File: src/sv/itw_pkg.sv
// Shared types, word codes and the sequencer control store for the integer-to-words block.
// No dependencies; every other file imports this package.
package itw_pkg;

    localparam int VALUE_BITS = 31;
    localparam int GROUPS     = 4;
    localparam int DIGITS     = GROUPS * 3;
    localparam int BCD_BITS   = DIGITS * 4;
    localparam int CNT_BITS   = $clog2(VALUE_BITS + 1);
    localparam int STEP_BITS  = 4;
    localparam int GRP_BITS   = 2;

    typedef logic [4:0]           word_t;
    typedef logic [STEP_BITS-1:0] step_t;
    typedef logic [GRP_BITS-1:0]  grp_t;

    localparam word_t CODE_ZERO      = 5'd0;
    localparam word_t CODE_TEN       = 5'd10;
    localparam word_t CODE_TENS_BASE = 5'd18;
    localparam word_t CODE_HUNDRED   = 5'd28;
    localparam word_t CODE_THOUSAND  = 5'd29;
    localparam word_t CODE_MILLION   = 5'd30;
    localparam word_t CODE_BILLION   = 5'd31;

    localparam grp_t GRP_BILLION = 2'd0;
    localparam grp_t GRP_MILLION = 2'd1;
    localparam grp_t GRP_UNITS   = grp_t'(GROUPS - 1);

    typedef enum logic [3:0] {
        COND_NEVER,
        COND_ALWAYS,
        COND_ALL_ZERO,
        COND_GROUP_ZERO,
        COND_HUND_ZERO,
        COND_TENS_LT2,
        COND_UNIT_ZERO,
        COND_LOW_ZERO,
        COND_LAST_GROUP
    } cond_t;

    typedef enum logic [2:0] {
        EMIT_NONE,
        EMIT_HUND_DIGIT,
        EMIT_HUNDRED,
        EMIT_TENS,
        EMIT_UNIT,
        EMIT_TEEN,
        EMIT_SCALE,
        EMIT_ZERO
    } emit_t;

    typedef struct packed {
        cond_t  cond;
        step_t  target;
        emit_t  emit;
        logic   adv_group;
        logic   finish;
    } ctl_word_t;

    typedef struct packed {
        logic  valid;
        word_t code;
        logic  last;
    } push_t;

    // program addresses
    localparam step_t PC_START     = 4'd0;
    localparam step_t PC_GROUP     = 4'd1;
    localparam step_t PC_HUND_TEST = 4'd2;
    localparam step_t PC_HUND_DIG  = 4'd3;
    localparam step_t PC_HUND_WORD = 4'd4;
    localparam step_t PC_TENS_TEST = 4'd5;
    localparam step_t PC_TENS_WORD = 4'd6;
    localparam step_t PC_TENS_UNIT = 4'd7;
    localparam step_t PC_LOW_TEST  = 4'd8;
    localparam step_t PC_TEEN      = 4'd9;
    localparam step_t PC_SCALE_TST = 4'd10;
    localparam step_t PC_SCALE     = 4'd11;
    localparam step_t PC_NEXT_TEST = 4'd12;
    localparam step_t PC_ADVANCE   = 4'd13;
    localparam step_t PC_FINISH    = 4'd14;
    localparam step_t PC_ZERO      = 4'd15;

    function automatic ctl_word_t mk_ctl(input cond_t c, input step_t t, input emit_t e,
                                         input logic adv, input logic fin);
        ctl_word_t w;
        w.cond      = c;
        w.target    = t;
        w.emit      = e;
        w.adv_group = adv;
        w.finish    = fin;
        return w;
    endfunction

    // Each step emits first, then jumps to target if its condition holds.
    function automatic ctl_word_t ucode_rom(input step_t pc);
        ctl_word_t w;
        case (pc)
            PC_START:     w = mk_ctl(COND_ALL_ZERO,   PC_ZERO,      EMIT_NONE,       1'b0, 1'b0);
            PC_GROUP:     w = mk_ctl(COND_GROUP_ZERO, PC_NEXT_TEST, EMIT_NONE,       1'b0, 1'b0);
            PC_HUND_TEST: w = mk_ctl(COND_HUND_ZERO,  PC_TENS_TEST, EMIT_NONE,       1'b0, 1'b0);
            PC_HUND_DIG:  w = mk_ctl(COND_NEVER,      PC_START,     EMIT_HUND_DIGIT, 1'b0, 1'b0);
            PC_HUND_WORD: w = mk_ctl(COND_NEVER,      PC_START,     EMIT_HUNDRED,    1'b0, 1'b0);
            PC_TENS_TEST: w = mk_ctl(COND_TENS_LT2,   PC_LOW_TEST,  EMIT_NONE,       1'b0, 1'b0);
            PC_TENS_WORD: w = mk_ctl(COND_UNIT_ZERO,  PC_SCALE_TST, EMIT_TENS,       1'b0, 1'b0);
            PC_TENS_UNIT: w = mk_ctl(COND_ALWAYS,     PC_SCALE_TST, EMIT_UNIT,       1'b0, 1'b0);
            PC_LOW_TEST:  w = mk_ctl(COND_LOW_ZERO,   PC_SCALE_TST, EMIT_NONE,       1'b0, 1'b0);
            PC_TEEN:      w = mk_ctl(COND_NEVER,      PC_START,     EMIT_TEEN,       1'b0, 1'b0);
            PC_SCALE_TST: w = mk_ctl(COND_LAST_GROUP, PC_NEXT_TEST, EMIT_NONE,       1'b0, 1'b0);
            PC_SCALE:     w = mk_ctl(COND_NEVER,      PC_START,     EMIT_SCALE,      1'b0, 1'b0);
            PC_NEXT_TEST: w = mk_ctl(COND_LAST_GROUP, PC_FINISH,    EMIT_NONE,       1'b0, 1'b0);
            PC_ADVANCE:   w = mk_ctl(COND_ALWAYS,     PC_GROUP,     EMIT_NONE,       1'b1, 1'b0);
            PC_FINISH:    w = mk_ctl(COND_NEVER,      PC_START,     EMIT_NONE,       1'b0, 1'b1);
            PC_ZERO:      w = mk_ctl(COND_ALWAYS,     PC_FINISH,    EMIT_ZERO,       1'b0, 1'b0);
            default:      w = mk_ctl(COND_NEVER,      PC_START,     EMIT_NONE,       1'b0, 1'b1);
        endcase
        return w;
    endfunction

    function automatic word_t scale_code(input grp_t grp);
        word_t c;
        case (grp)
            GRP_BILLION: c = CODE_BILLION;
            GRP_MILLION: c = CODE_MILLION;
            default:     c = CODE_THOUSAND;
        endcase
        return c;
    endfunction

endpackage

File: src/sv/itw_bcd.sv
// Binary to packed BCD converter: shift-add-3, one input bit per cycle.
// Depends on itw_pkg.
module itw_bcd
    import itw_pkg::*;
(
    input  logic                  clk,
    input  logic                  rst_n,
    input  logic                  start,
    input  logic [VALUE_BITS-1:0] value,
    output logic                  done,
    output logic [BCD_BITS-1:0]   bcd
);

    logic [VALUE_BITS-1:0] bin_reg, bin_next;
    logic [BCD_BITS-1:0]   bcd_reg, bcd_next;
    logic [CNT_BITS-1:0]   cnt_reg, cnt_next;
    logic                  done_reg, done_next;
    logic [BCD_BITS-1:0]   adj;

    // add 3 to every digit of 5 or more before the shift
    always_comb
    begin
        for (int i = 0; i < DIGITS; i++)
        begin
            if (bcd_reg[4*i +: 4] >= 4'd5)
                adj[4*i +: 4] = bcd_reg[4*i +: 4] + 4'd3;
            else
                adj[4*i +: 4] = bcd_reg[4*i +: 4];
        end
    end

    always_comb
    begin
        bin_next  = bin_reg;
        bcd_next  = bcd_reg;
        cnt_next  = cnt_reg;
        done_next = 1'b0;
        if (start)
        begin
            bin_next = value;
            bcd_next = '0;
            cnt_next = CNT_BITS'(VALUE_BITS);
        end
        else if (cnt_reg != '0)
        begin
            bin_next  = {bin_reg[VALUE_BITS-2:0], 1'b0};
            bcd_next  = {adj[BCD_BITS-2:0], bin_reg[VALUE_BITS-1]};
            cnt_next  = cnt_reg - 1'b1;
            done_next = (cnt_reg == CNT_BITS'(1));
        end
    end

    always_ff @(posedge clk or negedge rst_n)
    begin
        if (!rst_n)
        begin
            cnt_reg  <= '0;
            done_reg <= 1'b0;
        end
        else
        begin
            cnt_reg  <= cnt_next;
            done_reg <= done_next;
        end
    end

    always_ff @(posedge clk)
    begin
        bin_reg <= bin_next;
        bcd_reg <= bcd_next;
    end

    assign done = done_reg;
    assign bcd  = bcd_reg;

endmodule

File: src/sv/itw_seq.sv
// Microcoded word sequencer: walks the thousands groups of the BCD value under the
// control store in itw_pkg and pushes word codes one at a time. Depends on itw_pkg.
module itw_seq
    import itw_pkg::*;
(
    input  logic                clk,
    input  logic                rst_n,
    input  logic                start,
    input  logic [BCD_BITS-1:0] bcd,
    input  logic                push_ready,
    output push_t               push,
    output logic                done
);

    logic      run_reg, run_next;
    step_t     pc_reg, pc_next;
    grp_t      grp_reg, grp_next;
    logic      pend_valid_reg, pend_valid_next;
    word_t     pend_code_reg, pend_code_next;
    logic      done_reg, done_next;

    ctl_word_t ctl;
    logic [11:0] grp_digits;
    logic [3:0]  h, t, u;
    logic        cond_true;
    word_t       word;
    logic        emits;
    logic        needs_push;
    logic        go;

    assign ctl        = ucode_rom(pc_reg);
    assign grp_digits = bcd[(GROUPS - 1 - int'(grp_reg)) * 12 +: 12];
    assign h          = grp_digits[11:8];
    assign t          = grp_digits[7:4];
    assign u          = grp_digits[3:0];

    always_comb
    begin
        case (ctl.cond)
            COND_NEVER:      cond_true = 1'b0;
            COND_ALWAYS:     cond_true = 1'b1;
            COND_ALL_ZERO:   cond_true = (bcd == '0);
            COND_GROUP_ZERO: cond_true = (grp_digits == '0);
            COND_HUND_ZERO:  cond_true = (h == 4'd0);
            COND_TENS_LT2:   cond_true = (t < 4'd2);
            COND_UNIT_ZERO:  cond_true = (u == 4'd0);
            COND_LOW_ZERO:   cond_true = (t == 4'd0) && (u == 4'd0);
            COND_LAST_GROUP: cond_true = (grp_reg == GRP_UNITS);
            default:         cond_true = 1'b0;
        endcase
    end

    always_comb
    begin
        case (ctl.emit)
            EMIT_HUND_DIGIT: word = {1'b0, h};
            EMIT_HUNDRED:    word = CODE_HUNDRED;
            EMIT_TENS:       word = CODE_TENS_BASE + {1'b0, t};
            EMIT_UNIT:       word = {1'b0, u};
            EMIT_TEEN:       word = t[0] ? (CODE_TEN + {1'b0, u}) : {1'b0, u};
            EMIT_SCALE:      word = scale_code(grp_reg);
            EMIT_ZERO:       word = CODE_ZERO;
            default:         word = CODE_ZERO;
        endcase
    end

    // One word is held back so the final one can carry the last flag.
    assign emits      = (ctl.emit != EMIT_NONE);
    assign needs_push = (emits && pend_valid_reg) || ctl.finish;
    assign go         = run_reg && (!needs_push || push_ready);

    assign push.valid = run_reg && needs_push;
    assign push.code  = pend_code_reg;
    assign push.last  = ctl.finish;

    always_comb
    begin
        run_next        = run_reg;
        pc_next         = pc_reg;
        grp_next        = grp_reg;
        pend_valid_next = pend_valid_reg;
        pend_code_next  = pend_code_reg;
        done_next       = 1'b0;
        if (start)
        begin
            run_next        = 1'b1;
            pc_next         = PC_START;
            grp_next        = '0;
            pend_valid_next = 1'b0;
        end
        else if (go)
        begin
            if (emits)
            begin
                pend_valid_next = 1'b1;
                pend_code_next  = word;
            end
            if (ctl.adv_group)
                grp_next = grp_reg + 1'b1;
            if (ctl.finish)
            begin
                run_next        = 1'b0;
                pend_valid_next = 1'b0;
                done_next       = 1'b1;
            end
            else if (cond_true)
                pc_next = ctl.target;
            else
                pc_next = pc_reg + 1'b1;
        end
    end

    always_ff @(posedge clk or negedge rst_n)
    begin
        if (!rst_n)
        begin
            run_reg        <= 1'b0;
            pc_reg         <= PC_START;
            grp_reg        <= '0;
            pend_valid_reg <= 1'b0;
            done_reg       <= 1'b0;
        end
        else
        begin
            run_reg        <= run_next;
            pc_reg         <= pc_next;
            grp_reg        <= grp_next;
            pend_valid_reg <= pend_valid_next;
            done_reg       <= done_next;
        end
    end

    always_ff @(posedge clk)
    begin
        pend_code_reg <= pend_code_next;
    end

    assign done = done_reg;

endmodule

File: src/sv/integer_to_word_tokens.sv
// Integer to word tokens: takes a 31-bit non-negative value and returns the English words
// that name it as 5-bit codes, one transfer per word, with last_word set on the final one.
// An input transfer loads the shift-add-3 BCD converter, which then shifts one input bit
// per cycle. Once it signals done, a microcoded sequencer (16-entry program, one control
// step per cycle while no word waits on a stalled output) walks the four thousands groups.
// It spends one start step, 3 steps on an empty group, 6 or 7 test steps plus one step per
// word on a nonzero group (one step less on the units group in either case), and one
// finish step. Zero takes a start, a Zero and a finish step. The input reopens once the
// sequencer's done register has taken the control state back to idle, after the last
// word moves into the output register. A run is one word for zero and at most 16 words.
// A word that waits on a stalled output holds the sequencer and the next input transfer.
// Depends on itw_pkg, itw_bcd, itw_seq.
module integer_to_word_tokens
    import itw_pkg::*;
(
    input  logic                  clk,
    input  logic                  rst_n,
    input  logic                  in_valid,
    output logic                  in_stall,
    input  logic [VALUE_BITS-1:0] value,
    output logic                  out_valid,
    input  logic                  out_stall,
    output logic [4:0]            word_code,
    output logic                  last_word
);

    typedef enum logic [2:0] {
        S_IDLE = 3'b001,
        S_BCD  = 3'b010,
        S_SEQ  = 3'b100
    } state_t;

    state_t state_reg, state_next;
    logic   out_valid_reg, out_valid_next;
    word_t  code_reg, code_next;
    logic   last_reg, last_next;

    logic                in_xfer;
    logic                bcd_done;
    logic [BCD_BITS-1:0] bcd;
    logic                push_ready;
    push_t               push;
    logic                seq_done;

    assign in_stall = (state_reg != S_IDLE);
    assign in_xfer  = in_valid && !in_stall;

    itw_bcd u_bcd (
        .clk   (clk),
        .rst_n (rst_n),
        .start (in_xfer),
        .value (value),
        .done  (bcd_done),
        .bcd   (bcd)
    );

    itw_seq u_seq (
        .clk        (clk),
        .rst_n      (rst_n),
        .start      (bcd_done),
        .bcd        (bcd),
        .push_ready (push_ready),
        .push       (push),
        .done       (seq_done)
    );

    always_comb
    begin
        state_next = state_reg;
        case (state_reg)
            S_IDLE:  if (in_xfer)  state_next = S_BCD;
            S_BCD:   if (bcd_done) state_next = S_SEQ;
            S_SEQ:   if (seq_done) state_next = S_IDLE;
            default: state_next = S_IDLE;
        endcase
    end

    // output register: load on push, drop once transferred
    assign push_ready = !out_valid_reg || !out_stall;

    always_comb
    begin
        out_valid_next = out_valid_reg;
        code_next      = code_reg;
        last_next      = last_reg;
        if (push.valid && push_ready)
        begin
            out_valid_next = 1'b1;
            code_next      = push.code;
            last_next      = push.last;
        end
        else if (!out_stall)
            out_valid_next = 1'b0;
    end

    always_ff @(posedge clk or negedge rst_n)
    begin
        if (!rst_n)
        begin
            state_reg     <= S_IDLE;
            out_valid_reg <= 1'b0;
        end
        else
        begin
            state_reg     <= state_next;
            out_valid_reg <= out_valid_next;
        end
    end

    always_ff @(posedge clk)
    begin
        code_reg <= code_next;
        last_reg <= last_next;
    end

    assign out_valid = out_valid_reg;
    assign word_code = code_reg;
    assign last_word = last_reg;

endmodule

File: config.mk
export PLATFORM = sky130hd
export DESIGN_NAME = integer_to_word_tokens
export DESIGN_NICKNAME = d
export VERILOG_FILES = /design/src/sv/itw_pkg.sv /design/src/sv/itw_bcd.sv /design/src/sv/itw_seq.sv /design/src/sv/integer_to_word_tokens.sv
export SDC_FILE = /design/constraint.sdc
export NUM_CORES = 1
export LEC_CHECK = 0
export BUFFER_PORTS_ARGS = -buffer_cell sky130_fd_sc_hd__buf_2
export CAP_MARGIN = 40
export CORE_AREA = 3 3 121 123
export CTS_BUF_LIST = sky130_fd_sc_hd__clkbuf_16
export CTS_CLUSTER_SIZE = 40
export DETAILED_ROUTE_END_ITERATION = 16
export DIE_AREA = 0 0 124 126
export GPL_TIMING_DRIVEN = 0
export PLACE_DENSITY = 0.73
export SYNTH_ARGS = -nofsm -noshare
export SYNTH_HDL_FRONTEND = slang
export SYNTH_SLANG_ARGS = --single-unit
File: constraint.sdc
create_clock -name clk -period 6.2 [get_ports clk]
set_input_delay 0.31 -clock clk [delete_from_list [all_inputs] [get_ports clk]]
set_output_delay 0.31 -clock clk [all_outputs]
set_load 0.01 [all_outputs]
; ---- Word-level counts from Yosys, hierarchy flattened
; Memories as Yosys holds them, arrays and structs flattened.
; Index checks and enable logic that the tools add are counted.
[totals]
out_inout_bits = 8
in_bits = 35
elab_cells = 152
memories = 1
regBits = 109
mem_bits_ro = 208
[classes]
mul = 1
eq_ne = 26
shifts = 1
n_lt_le_gt_ge = 13
reduce_logical = 32
muxes = 45
bitwise_logic = 1
add_sub_neg = 18
[mem_list]
columns = name, depth, width, read_ports, rd_clocked_by_memory_dff, wr, line_no
row1 = (name not given), 16, 13, 1, 0, 0, itw_pkg.sv:98  ; case (pc)
[ops]
columns = operator, count
row1 = $mux W31, 2
row2 = $mux W4, 15
row3 = $ge A4 B3 Y1 const B, 12
row4 = $logic_not A48 Y1, 1
row5 = $shiftx A48 B32 Y12, 1
row6 = $add A4 B2 Y4 const B, 11
row7 = $mul A32 B3 Y30 const B, 1
row8 = $pmux W5 S6, 1
row9 = $eq A4 B3 Y1 const B, 4
row10 = $mux W5, 3
row11 = $mux W1, 14
row12 = $eq A3 B3 Y1 const B, 4
row13 = $logic_not A12 Y1, 1
row14 = $logic_not A4 Y1, 3
row15 = $mux W3, 4
row16 = $eq A3 B2 Y1 const B, 3
row17 = $pmux W3 S3, 1
row18 = $eq A4 B2 Y1 const B, 2
row19 = $pmux W1 S8, 1
row20 = $reduce_and A2 Y1, 4
row21 = $reduce_bool A2 Y1, 4
row22 = $eq A3 B1 Y1 const B, 2
row23 = $logic_and A1 B1 Y1, 6
row24 = $mux W2, 3
row25 = 24 further kinds, 34

; ---- Longest topological paths before layout
[depth]
depth_word = 10
mapped_depth = 15
ltp_nobuf = 11

; ---- By module
; Synthesis repeated with hierarchy kept, for this count alone.
[unflattened]
hier_cells = 829
hier_area_um2 = 7806.2
[modules_own_cells]
columns = mod, seq_area_each_um2, area_each_um2, n_inst, cells_each
row1 = itw_bcd, 2042.0, 4669.5, 1, 489
row2 = itw_seq, 375.4, 2755.1, 1, 316
row3 = integer_to_word_tokens, 281.5, 381.6, 1, 24

; ---- Worst setup path after synthesis
; OpenSTA, ideal clock, no wires.
[synth_path]
kind = register -> register
from = register u_seq.grp_reg[0]
to = register u_seq.pc_reg[0]
setup_ns = 0.122
period_less_slack_ns = 3.635
arrival_ns = 3.514
stages_incl_launch_ff = 14
path_slack_ns = 2.565
t_required_ns = 6.078
cell_sequence = dfrtp_1 buf_2 inv_1 ha_1 buf_6 buf_6 mux2_1 mux4_2 a22oi_4 o2111ai_1 nor4b_2 a221oi_2 a311o_1 a32o_1
[synth_between]
elab_chain_len = 10
[synth_rtl]
columns = item, line_no
row1 = "start, declared", itw_seq.sv:17  ; grp_t grp_reg, grp_next;
row2 = "start signal, assigned", itw_seq.sv:127  ; grp_reg <= grp_next;
row3 = "parallel branches: the longest is 5 deep, another holds $mul A32 B3 Y30", --
row4 = $pmux W1 S8 (*), itw_seq.sv:39  ; case (ctl.cond)
row5 = $mux W4 (*), itw_seq.sv:106  ; else if (cond_true)
row6 = $mux W4 (*), itw_seq.sv:100  ; if (ctl.finish)
row7 = $mux W4 (*), itw_seq.sv:91  ; else if (go)
row8 = $mux W4 (*), itw_seq.sv:84  ; if (start)
row9 = "end signal, assigned", itw_seq.sv:126  ; pc_reg <= pc_next;
row10 = "end, declared", itw_seq.sv:16  ; step_t pc_reg, pc_next;
; Mark *: on every way between the ends. The select of a mux whose other input is x is not followed.
; A chain may end at the register's enable or synchronous reset.

; ---- Worst setup path after layout
[layout_path]
from = register u_seq.grp_reg[0]
to = register u_seq.pc_reg[3]
; The elaborated chain is that of the path after synthesis.

==> metrics.md <==
| Metric | Value |
|---|---|
| Clock power share | 12.4% |
| Iter 0 DRT Violations | 646 |
| Total number of vias | 6585 |
| Setup TNS | 0 ns |
| RD Place Congestion | 0.982 |
| Worst-skew pair later-pin latency | 0.37 ns |
| PortBufs | 42 |
| Peak supply drop | 0.000212 V |
| Yosys warns | 0 |
| CTS resizes | 0 |
| # Max-Cap Violations | 0 |
| Layout cells sized above 1 | 11.4% |
| Hold Violations, Final | 0 |
| Max Clock Skew | 0.0154 ns |
| CTS sink count | 109 |
| DP Area | 7890 um^2 |
| P&R area growth vs syn | 10.5% |
| Final #Nets | 1014 |
| Synth Net Count | 957 |
| Clock Pin Slew Worst Setup and Hold Paths | 0.08 ns |
| CP endpoint kind | register |
| Sequential share of the synthesized area | 36.3% |
| Sequential power share | 28.9% |
| CTS tree | yes |
| Worst slew pin tran | 0.717 ns |
| Post-synth EDFFs | 42 |
| Achievable frequency | 232 MHz |
| Pwr Total | 5.04 mW |
| DRT Pass-1 Iters | 5 |
| Num rows | 43 |
| WL/cell | 17.3 um |
| H-tree Lvls | 3 |
| Largest register FFs | 48 |
| Most frequent cells in the layout | nand2_1 (188), a21oi_1 (79), o21ai_0 (59) |
| Initial core utilization | 53.9% |
| Sw frac | 45.7% |
| CP Data Arrival Time | 4.61 ns |
| Min-Delay Path Class | input pin to register |
| Die height | 126 um |
| Pwr Density | 614 nW/um^2 |
| Pleak | 3.39 nW |
| Synth cell types | 64 |
| Hold WS | 0.191 ns |
| Diodes inserted | 0 |
| DR vias/cell | 5.92 |
| Relative slew slack | 52.2% |
| Crit path kind | register to register |
| # IOs | 43 |
| Post-route insts no fill | 1112 |
| Worst EP required | 6.50 ns |
| Most common cell after layout, fill and taps aside | nand2_1 |
| First-pass GRT wire length | 31500 um |
| Antenna violations before repair | 0 |
| DRC Markers | 0 |
| Ys flop type | dfxtp_1 |
| Max Slew Vio Count | 0 |
| Period utilization | 69.6% |
| Combinational fraction of design power | 58.7% |
| Post-route cell area | 8210 um^2 |
| Flops & latches, synth | 109 |
| Post-Syn Instances | 870 |
| Vias in the first global route | 6203 |
| Placed Cells | 1095 |
| Post-DRT Antenna Nets | 0 |
| CP Max Fanout | 10 |
| Fraction of registers with async set/reset | 17.4% |
| Outcome | complete, no violations |
| Clock buffer depth | 2 |
| GRT overflow | 0 |
| Fin crit period | 4.32 ns |
| Area of the core | 13800 um^2 |
| Die span in x | 124 um |
| NetSw | 2.30 mW |
| Synth Area per Inst | 8.54 um^2 |
| Total Routing Usage GR | 25.6% |
| CP Launch Type | register |
| Synth Cell Area | 7430 um^2 |
| HPWL after DPL | 14000 um |
| Largest net degree at the start of global routing | 22 |
| Internal power | 2.73 mW |
| Total die area | 15600 um^2 |
| Unrepaired setup endpoints after global routing | false |
| Setup Viol. Count Final | 0 |
| DRT Wirelength | 19300 um |
| CTS Buf Count | 9 |
| Clk root buf | clkbuf_16 |
-- cell type report --
type	instances	area, um^2
Tap cell	180	225
Clock buffer	9	225
Sequential cell	109	2700
Clock inverter	7	86.3
Fill cell	1282	5560
Buffer	56	239
Timing Repair Buffer	46	245
Inverter	38	143
Multi-Input combinational cell	667	4350
-- power groups by stage --
stage	clock network [mW]	registers, mW	logic, mW
2_1_floorplan	0	1.36	2.30
3_3_place_gp	0	1.45	2.87
3_5_place_dp	0	1.46	2.90
4_1_cts	0.629	1.44	2.93
5_1_grt	0.660	1.50	3.31
6_report	0.626	1.45	2.96
-- layer usage --
layer	up-vias	GRT usage, %	part of all wire (%)
met1	3147	36.0	45
met3	25	5.48	6.6
li1	3200	-	-
met4	0	7.15	1.9
met5	-	0	0
met2	213	40.1	47
-- Yosys cell counts, types with 4 or more instances --
master | count | area [um^2]
o21ai_0 | 59 | 295
mux2_2 | 15 | 169
mux2i_1 | 19 | 190
ha_1 | 52 | 651
clkbuf_1 | 45 | 169
a211oi_1 | 8 | 60.1
nor3_1 | 13 | 65.1
nand3_1 | 23 | 115
a21oi_1 | 79 | 395
xnor2_1 | 16 | 140
edfxtp_1 | 42 | 1260
nand2b_1 | 21 | 131
o32ai_1 | 4 | 35.0
nand3b_1 | 5 | 37.5
o211ai_1 | 4 | 30.0
nor4_1 | 6 | 37.5
o21a_1 | 4 | 30.0
dfxtp_1 | 48 | 961
nand2_1 | 188 | 706
nor2_1 | 45 | 169
nor2b_1 | 8 | 50.1
dfrtp_1 | 18 | 450
buf_2 | 5 | 25.0
o31ai_1 | 6 | 45.0
mux4_2 | 16 | 360
o22ai_1 | 8 | 50.1
inv_1 | 38 | 143
nor3b_1 | 11 | 82.6
-- metrics by stage --
stage | setup WS [ns] | utilization [%]
2_1_floorplan | 2.56 | -
3_3_place_gp | 1.96 | 57.1
3_5_place_dp | 1.93 | 57.3
4_1_cts | 1.91 | 59.6
5_1_grt | 1.61 | 59.6
6_report | 1.88 | 59.6
-- critical path, cell delays in order, from the launching register on --
cell and delay (ns):
dfrtp_1 0.57, buf_2 0.32, inv_1 0.16, ha_1 0.32
buf_6 0.12, buf_4 0.22, buf_4 0.23, buf_2 0.29
mux2i_1 0.13, o211ai_1 0.18, o21ai_0 0.16, o22ai_1 0.27
o31ai_1 0.12, a221oi_2 0.59, mux2_1 0.39, o22ai_1 0.15
-- path summary, 6_finish.rpt --
| check | slack [ns] | end | depth (start not counted) | start |
|---|---|---|---|---|
| worst min-delay path | 0.19 | u_bcd.bin_reg[6]$_DFFE_PP_ | 3 | value[6] |
| worst max register to register | 1.88 | u_seq.pc_reg[3]$_DFFE_PN0P_ | 15 | u_seq.grp_reg[0]$_DFFE_PN0P_ |
| min in group asynchronous | 0.41 | out_valid$_DFFE_PN0P_ | 2 | rst_n |
| worst max-delay path | 1.88 | u_seq.pc_reg[3]$_DFFE_PN0P_ | 15 | u_seq.grp_reg[0]$_DFFE_PN0P_ |
| worst min register to register | 0.42 | word_code[2]$_DFFE_PP_ | 0 | u_seq.pend_code_reg[2]$_SDFFCE_PN0P_ |
| max in group asynchronous | 5.44 | state_reg[0]$_DFFE_PN1P_ | 2 | rst_n |
-- logic make-up after synthesis --
family | share of synthesized area (%)
AO/OA/AOI/OAI | 16.5
AND/OR/NAND/NOR | 20.7
XOR/XNOR | 2.24
multiplexers | 10.3
adder cells (fa/ha/maj) | 8.76
buffers and inverters | 5.14
flip-flops | 36.3
-- repair_timing --
action,in CTS,in global routing
hold endpoints to repair,18,0
buffers inserted,0,0
hold buffers,1,0
(Power assumes the default switching activity.)
